**config.mk**
```make
export PLATFORM = sky130hd
export DESIGN_NAME = pfs_recip
export DESIGN_NICKNAME = d
export VERILOG_FILES = /design/src/hdl/pfs_pkg.sv /design/src/hdl/pfs_recip.sv
export SDC_FILE = /design/constraint.sdc
export NUM_CORES = 1
export LEC_CHECK = 0
export BUFFER_PORTS_ARGS = -buffer_cell sky130_fd_sc_hd__buf_2
export CAP_MARGIN = 20
export CORE_MARGIN = 2
export CORE_UTILIZATION = 45
export DETAILED_ROUTE_END_ITERATION = 8
export GPL_ROUTABILITY_DRIVEN = 0
export SLEW_MARGIN = 20
export SYNTH_ARGS = -nofsm -noshare
export SYNTH_HDL_FRONTEND = slang
export SYNTH_SLANG_ARGS = --single-unit
```
**constraint.sdc**
```tcl
create_clock -name clk -period 19.99 [get_ports clk]
set_input_delay 0.9995 -clock clk [delete_from_list [all_inputs] [get_ports clk]]
set_output_delay 0.9995 -clock clk [all_outputs]
set_load 0.05 [all_outputs]
```
**src/hdl/pfs_pkg.sv**
```systemverilog
package pfs_pkg;

  // default sizing
  localparam int MAX_PREAMBLE_DEF = 256;
  localparam int DELAY_DEPTH_DEF  = 513;
  localparam int LOCK_COUNT_DEF   = 50;

  // fixed point constants
  localparam logic [16:0] PHASE_TOL = 17'd819;
  localparam logic [23:0] GAIN_MAX  = 24'hFFFFFF;

  // register reset values
  localparam logic [15:0] THRESHOLD_RST = 16'd8192;
  localparam logic [8:0]  PREAMBLE_RST  = 9'd64;
  localparam logic [13:0] PAYLOAD_RST   = 14'd1024;

  typedef enum logic [2:0] {
    CFG_THRESHOLD = 3'd0,
    CFG_PREAMBLE  = 3'd1,
    CFG_PAYLOAD   = 3'd2,
    CFG_EQUALIZE  = 3'd3,
    CFG_PHASE_FIX = 3'd4,
    CFG_MODE      = 3'd5,
    CFG_FWD_PRE   = 3'd6,
    CFG_UNUSED    = 3'd7
  } cfg_index_t;

  localparam logic [1:0] MODE_BPSK = 2'd1;
  localparam logic [1:0] MODE_QPSK = 2'd2;

  localparam logic [1:0] ROT_NONE    = 2'd0;
  localparam logic [1:0] ROT_MINUS_J = 2'd1;
  localparam logic [1:0] ROT_NEG     = 2'd2;
  localparam logic [1:0] ROT_PLUS_J  = 2'd3;

  typedef struct packed {
    logic signed [15:0] rx_i;
    logic signed [15:0] rx_q;
    logic [15:0]        metric;
    logic signed [15:0] corr_i;
    logic signed [15:0] corr_q;
  } in_word_t;

  typedef struct packed {
    logic signed [15:0] out_i;
    logic signed [15:0] out_q;
    logic               pre_flag;
    logic [15:0]        peak_magnitude;
  } out_word_t;

  // reciprocal unit handshake
  typedef struct packed {
    logic        start;
    logic [33:0] sq;
  } recip_req_t;

  typedef struct packed {
    logic        done;
    logic [15:0] mag;
    logic [23:0] gain;
  } recip_rsp_t;

endpackage

```
**src/hdl/pfs_recip.sv**
```systemverilog
module pfs_recip (
  input  logic                clk,
  input  logic                rst,
  input  pfs_pkg::recip_req_t req,
  output pfs_pkg::recip_rsp_t rsp
);
  import pfs_pkg::*;

  typedef enum logic [2:0] {
    R_IDLE = 3'b001,
    R_ROOT = 3'b010,
    R_DIV  = 3'b100
  } rstate_t;

  rstate_t     state;
  logic [4:0]  step;
  logic [33:0] rem;
  logic [33:0] root;
  logic [33:0] bitv;
  logic [26:0] num;
  logic [26:0] quo;
  logic [16:0] drem;
  logic [15:0] mag;
  logic [23:0] gain;
  logic        done;

  logic [33:0] trial;
  logic [17:0] rounded;
  logic [15:0] mag_sat;
  logic [17:0] drem_sh;
  logic [26:0] quo_next;

  // one root digit per cycle
  assign trial = root + bitv;

  // rounding and saturation of the root
  always_comb begin
    rounded = root[17:0] + ((rem > root) ? 18'd1 : 18'd0);
    mag_sat = (rounded > 18'd65535) ? 16'hFFFF : rounded[15:0];
  end

  // one quotient bit per cycle
  always_comb begin
    drem_sh  = {drem, num[26]};
    quo_next = {quo[25:0], (drem_sh >= {2'b00, mag})};
  end

  always_ff @(posedge clk) begin
    if (rst) begin
      state <= R_IDLE;
      done  <= 1'b0;
    end else begin
      done <= 1'b0;
      unique case (state)
        R_IDLE: begin
          if (req.start) begin
            rem   <= req.sq;
            root  <= '0;
            bitv  <= 34'h1_0000_0000;
            step  <= 5'd16;
            state <= R_ROOT;
          end
        end
        R_ROOT: begin
          if (rem >= trial) begin
            rem  <= rem - trial;
            root <= (root >> 1) + bitv;
          end else begin
            root <= root >> 1;
          end
          bitv <= bitv >> 2;
          if (step == 5'd0) begin
            state <= R_DIV;
          end else begin
            step <= step - 5'd1;
          end
        end
        R_DIV: begin
          // first cycle here latches the magnitude and numerator
          if (step == 5'd0 && bitv == '0) begin
            mag   <= mag_sat;
            num   <= 27'h400_0000 + {12'd0, mag_sat[15:1]};
            drem  <= '0;
            quo   <= '0;
            step  <= 5'd26;
            bitv  <= 34'd1;
          end else begin
            if (mag == '0) begin
              gain  <= GAIN_MAX;
              done  <= 1'b1;
              state <= R_IDLE;
            end else begin
              drem <= (drem_sh >= {2'b00, mag}) ? drem_sh[16:0] - {1'b0, mag}
                                                : drem_sh[16:0];
              num  <= {num[25:0], 1'b0};
              quo  <= quo_next;
              if (step == 5'd0) begin
                gain  <= (quo_next > {3'd0, GAIN_MAX}) ? GAIN_MAX : quo_next[23:0];
                done  <= 1'b1;
                state <= R_IDLE;
              end else begin
                step <= step - 5'd1;
              end
            end
          end
        end
        default: state <= R_IDLE;
      endcase
    end
  end

  assign rsp.done = done;
  assign rsp.mag  = mag;
  assign rsp.gain = gain;

endmodule

```
==> PnR_summary.wiki <==
{| class="wikitable"
! Metric !! Value
|-
| ANT nets after route || 0
|-
| Post-cts repair resize count || 0
|-
| EDFF count, synth || 200
|-
| Final clock period utilization by the worst path || 0.298
|-
| Number of design-rule violations left by the first detailed-router iteration || 618
|-
| Maximum number of pins on one net before global-route repair || between 90 and 100
|-
| Initial Util || 0.457
|-
| Top post-synthesis cells by count || 200 x sky130_fd_sc_hd__edfxtp_1, 138 x sky130_fd_sc_hd__nor2_1, 133 x sky130_fd_sc_hd__nand2_1
|-
| Startpoint-to-endpoint class of the critical path || flop to flop
|-
| Die height || 180 um
|-
| Number of fillers in the final layout || about 2900
|-
| Stage delay of the slowest cell on the critical path || between 0.5 and 0.6 ns
|-
| Endpoint class of the critical path || flop
|-
| Initial antenna violation count || 0
|-
| Logic pwr share || 0.183
|-
| Post-CTS Hold Buffers || 0
|-
| Wire length reported by the detailed router || 32700 um
|-
| Final number of setup-violating endpoints || 0
|-
| Wire length of the first global-routing pass || 53200 um
|-
| Leakage power of the design || 6.09 nW
|-
| Tmin final || 5.96 ns
|-
| Net switching fraction of the power || 0.276
|-
| Critical path launch point type || flop
|-
| Placeable Area || 0.0305 mm^2
|-
| Sequential cell area || 0.00609 mm^2
|-
| Sequential cell area fraction in the yosys report || 0.437
|-
| Post-synthesis sequential element count || a little over 200
|-
| Post-Synthesis Mean Instance Area || 9.80 um^2
|-
| Width of the die || around 180 um
|-
| Number of maximum-capacitance constraint violations || 0
|-
| Clock share of power || 0.401
|-
| Detailed-route DRC error count || 0
|-
| Switching power || 0.328 mW
|-
| Skew final || 0.0192 ns
|-
| Antenna Diode Count || 0
|-
| Area enclosed by the die boundary || approximately 0.032 mm^2
|-
| Synthesized netlist cell count || 1422
|-
| Commonest register cell after synthesis || sky130_fd_sc_hd__edfxtp_1
|-
| Top area cells in the synthesized netlist || sky130_fd_sc_hd__edfxtp_1 43%, sky130_fd_sc_hd__ha_1 11%, sky130_fd_sc_hd__xnor2_1 5.1%
|-
| Min-delay worst type || flop to flop
|-
| Post-synthesis instance area || 0.0139 mm^2
|-
| Number of setup buffers added after CTS || 0
|-
| Required time of the critical path || 20.15 ns
|-
| CTS tree || built
|-
| Critical Path, Cell by Cell || ha_1 > a21oi_1 > o21ai_0 > a21oi_1 > o21ai_2 > a31o_1 > a31o_1 > and3_1 > o21ai_0 > xor2_1 > ha_1 > nand2_1 > o21ai_0 > o21ai_0 > o21bai_1 > a21oi_1 > o31ai_4 > buf_4 > a21oi_1 > nor3_2 > buf_4
|-
| Worst slew slack as a fraction of its limit || 0.305
|-
| Outcome || finished clean
|-
| 1st-pass router iterations || 4
|-
| Buffers added on ports || 77
|-
| Synth cell types || 69
|-
| Least-Margin Pin Slew || just over 1 ns
|-
| Setup TNS after final layout || 0 ns
|-
| Total area of multi-input combinational cells || 0.00740 mm^2
|-
| Setup repair after global routing missed its margin || no
|-
| Arrival @ worst endpoint || 6.12 ns
|-
| Internal Pwr Total || 0.863 mW
|-
| Vias after detailed routing || 10600
|-
| Most frequent cell after synthesis || sky130_fd_sc_hd__edfxtp_1
|-
| Remaining global-route overflow || 0
|-
| I/O pin count || 78
|-
| Number of global-route vias before repair || 10300
|-
| Clock latency of the later-clocked register in the worst-skew pair || ~0.54 ns
|-
| Peak supply drop || 0.0707 mV
|-
| Clk buf depth || 3
|-
| Total global routing track utilization || 0.198
|-
| Number of placement rows || 64
|-
| Worst Path Max Fanout || 53
|-
| Number of pins exceeding their max-slew limit in the final report || 0
|-
| Slowest-stage cell, CP || sky130_fd_sc_hd__edfxtp_1
|-
| Root buffer selected by CTS || sky130_fd_sc_hd__clkbuf_16
|-
| Layout Area Growth over Synthesis || 12.0%
|-
| Ratio of cells with drive above 1 in the final layout || 0.122
|-
| Average wire per cell in the routed design || 17.2 um
|-
| Post-route total power || 1.19 mW
|-
| Proportion of netlist area held by the largest area contributor || 0.431
|-
| Maximum clock frequency || 0.168 GHz
|-
| Number of buffers created by CTS || 25
|-
| Number of sinks on the clock net || 204
|-
| Leading area contributor after synthesis || sky130_fd_sc_hd__edfxtp_1
|-
| Fraction of registers with async set/reset || 0
|-
| Share of power burned in registers || 0.416
|-
| Via density per instance || 5.58
|-
| Net count reported at finish || 1649
|-
| P per Cell Area || 76.3 mW/mm^2
|-
| Post-DP HPWL || 23900 um
|-
| Clock slew at the register clock pins of the worst setup and hold paths || 0.06 ns
|-
| Endpoints failing hold || 0
|-
| H-tree depth || 1
|-
| Net count of the mapped netlist || 1584
|-
| Number of warnings printed during yosys synthesis || 0
|}
## power by group through the flow
| stage | clock network, mW | registers (mW) | logic, mW |
|---|---|---|---|
| final | 0.478 | 0.495 | 0.218 |
| after global routing | 0.505 | 0.496 | 0.244 |
| after CTS | 0.490 | 0.495 | 0.217 |
| after detailed placement | 0 | 0.504 | 0.216 |
| after global placement | 0 | 0.503 | 0.213 |
| after floorplan | 0 | 0.497 | 0.170 |
## cells in the final DEF, fill, tap and decap left out, types with 7 or more instances in the layout
master	instances
sky130_fd_sc_hd__nor2b_1	16
sky130_fd_sc_hd__nor2_1	138
sky130_fd_sc_hd__edfxtp_1	200
sky130_fd_sc_hd__o21ai_0	86
sky130_fd_sc_hd__a31oi_1	45
sky130_fd_sc_hd__xor2_1	36
sky130_fd_sc_hd__buf_2	77
sky130_fd_sc_hd__a21oi_1	72
sky130_fd_sc_hd__mux2i_1	12
sky130_fd_sc_hd__or2_2	31
sky130_fd_sc_hd__nor3_1	16
sky130_fd_sc_hd__xnor2_1	81
sky130_fd_sc_hd__a211oi_1	27
sky130_fd_sc_hd__nand3_1	16
sky130_fd_sc_hd__a21o_1	28
sky130_fd_sc_hd__ha_1	123
sky130_fd_sc_hd__o21bai_1	15
sky130_fd_sc_hd__nand4_1	23
sky130_fd_sc_hd__and3_1	14
sky130_fd_sc_hd__nor4_1	13
sky130_fd_sc_hd__and4_1	7
sky130_fd_sc_hd__buf_4	11
sky130_fd_sc_hd__and2_1	55
sky130_fd_sc_hd__nand2_1	133
sky130_fd_sc_hd__nand2b_1	16
sky130_fd_sc_hd__clkbuf_16	25
sky130_fd_sc_hd__inv_1	77
## sequential cells by signal (all words and copies together) (netlist names), 16 cells and up
register and cells:
rem 34, quo 26, root 34, mag 16
num 27, gain 24, bitv 17, drem 17
## worst paths after layout
path	start	endpoint	slack [ns]	cells after the start
max	root[2]	rem[6]	14.03	21
min	num[25]	num[26]	0.51	1
max reg2reg	root[2]	rem[6]	14.03	21
min reg2reg	num[25]	num[26]	0.51	1
## per-stage QoR
stage / cells / worst slack [ns] / util / hold slack, ns / area [um^2]
global route: 1902 / 13.50 / 0.511 / 0.520 / 15600
floorplan: 1422 / 12.55 / - / 0.477 / 13900
finish: 1902 / 14.03 / 0.511 / 0.505 / 15600
global placement: 1855 / 13.90 / 0.483 / 0.486 / 14700
CTS: 1901 / 13.82 / 0.511 / 0.514 / 15600
detailed placement: 1855 / 13.82 / 0.483 / 0.497 / 14700
## critical path, delay by kind of cell, from the launching register on
family	cells	cell delay, ns
AOI/OAI and AO/OA	13	2.76
xor gates and xnor gates	1	0.11
adders and majority gates	2	0.79
buffers and inverters	2	0.92
DFF	1	0.51
and+or+nand+nor	3	0.44
## routing by layer
layer	vias up	track usage	share of wire
met1	5030	0.283	0.48
met5	-	0	0
li1	5293	-	-
met4	0	0.0595	0.026
met2	253	0.317	0.45
met3	44	0.0245	0.050
## final cells by class
type	instances	share of cell area
Timing Repair Buffer	89	0.0307
Multi-Input combinational cell	1090	0.474
Sequential cell	204	0.390
Clock buffer	28	0.0408
Tap cell	396	0.0318
Inverter	77	0.0185
Clock inverter	18	0.0141
## cell families after synthesis
family          Yosys count  share of synthesized area
compound gates          335                      0.154
xor+xnor                117                     0.0736
fa+ha+maj               125                      0.113
buf+inv                 128                     0.0368
flops                   204                      0.437
mux                      14                     0.0102
simple gates            499                      0.175
No activity file was read; power rests on OpenSTA's default activity.
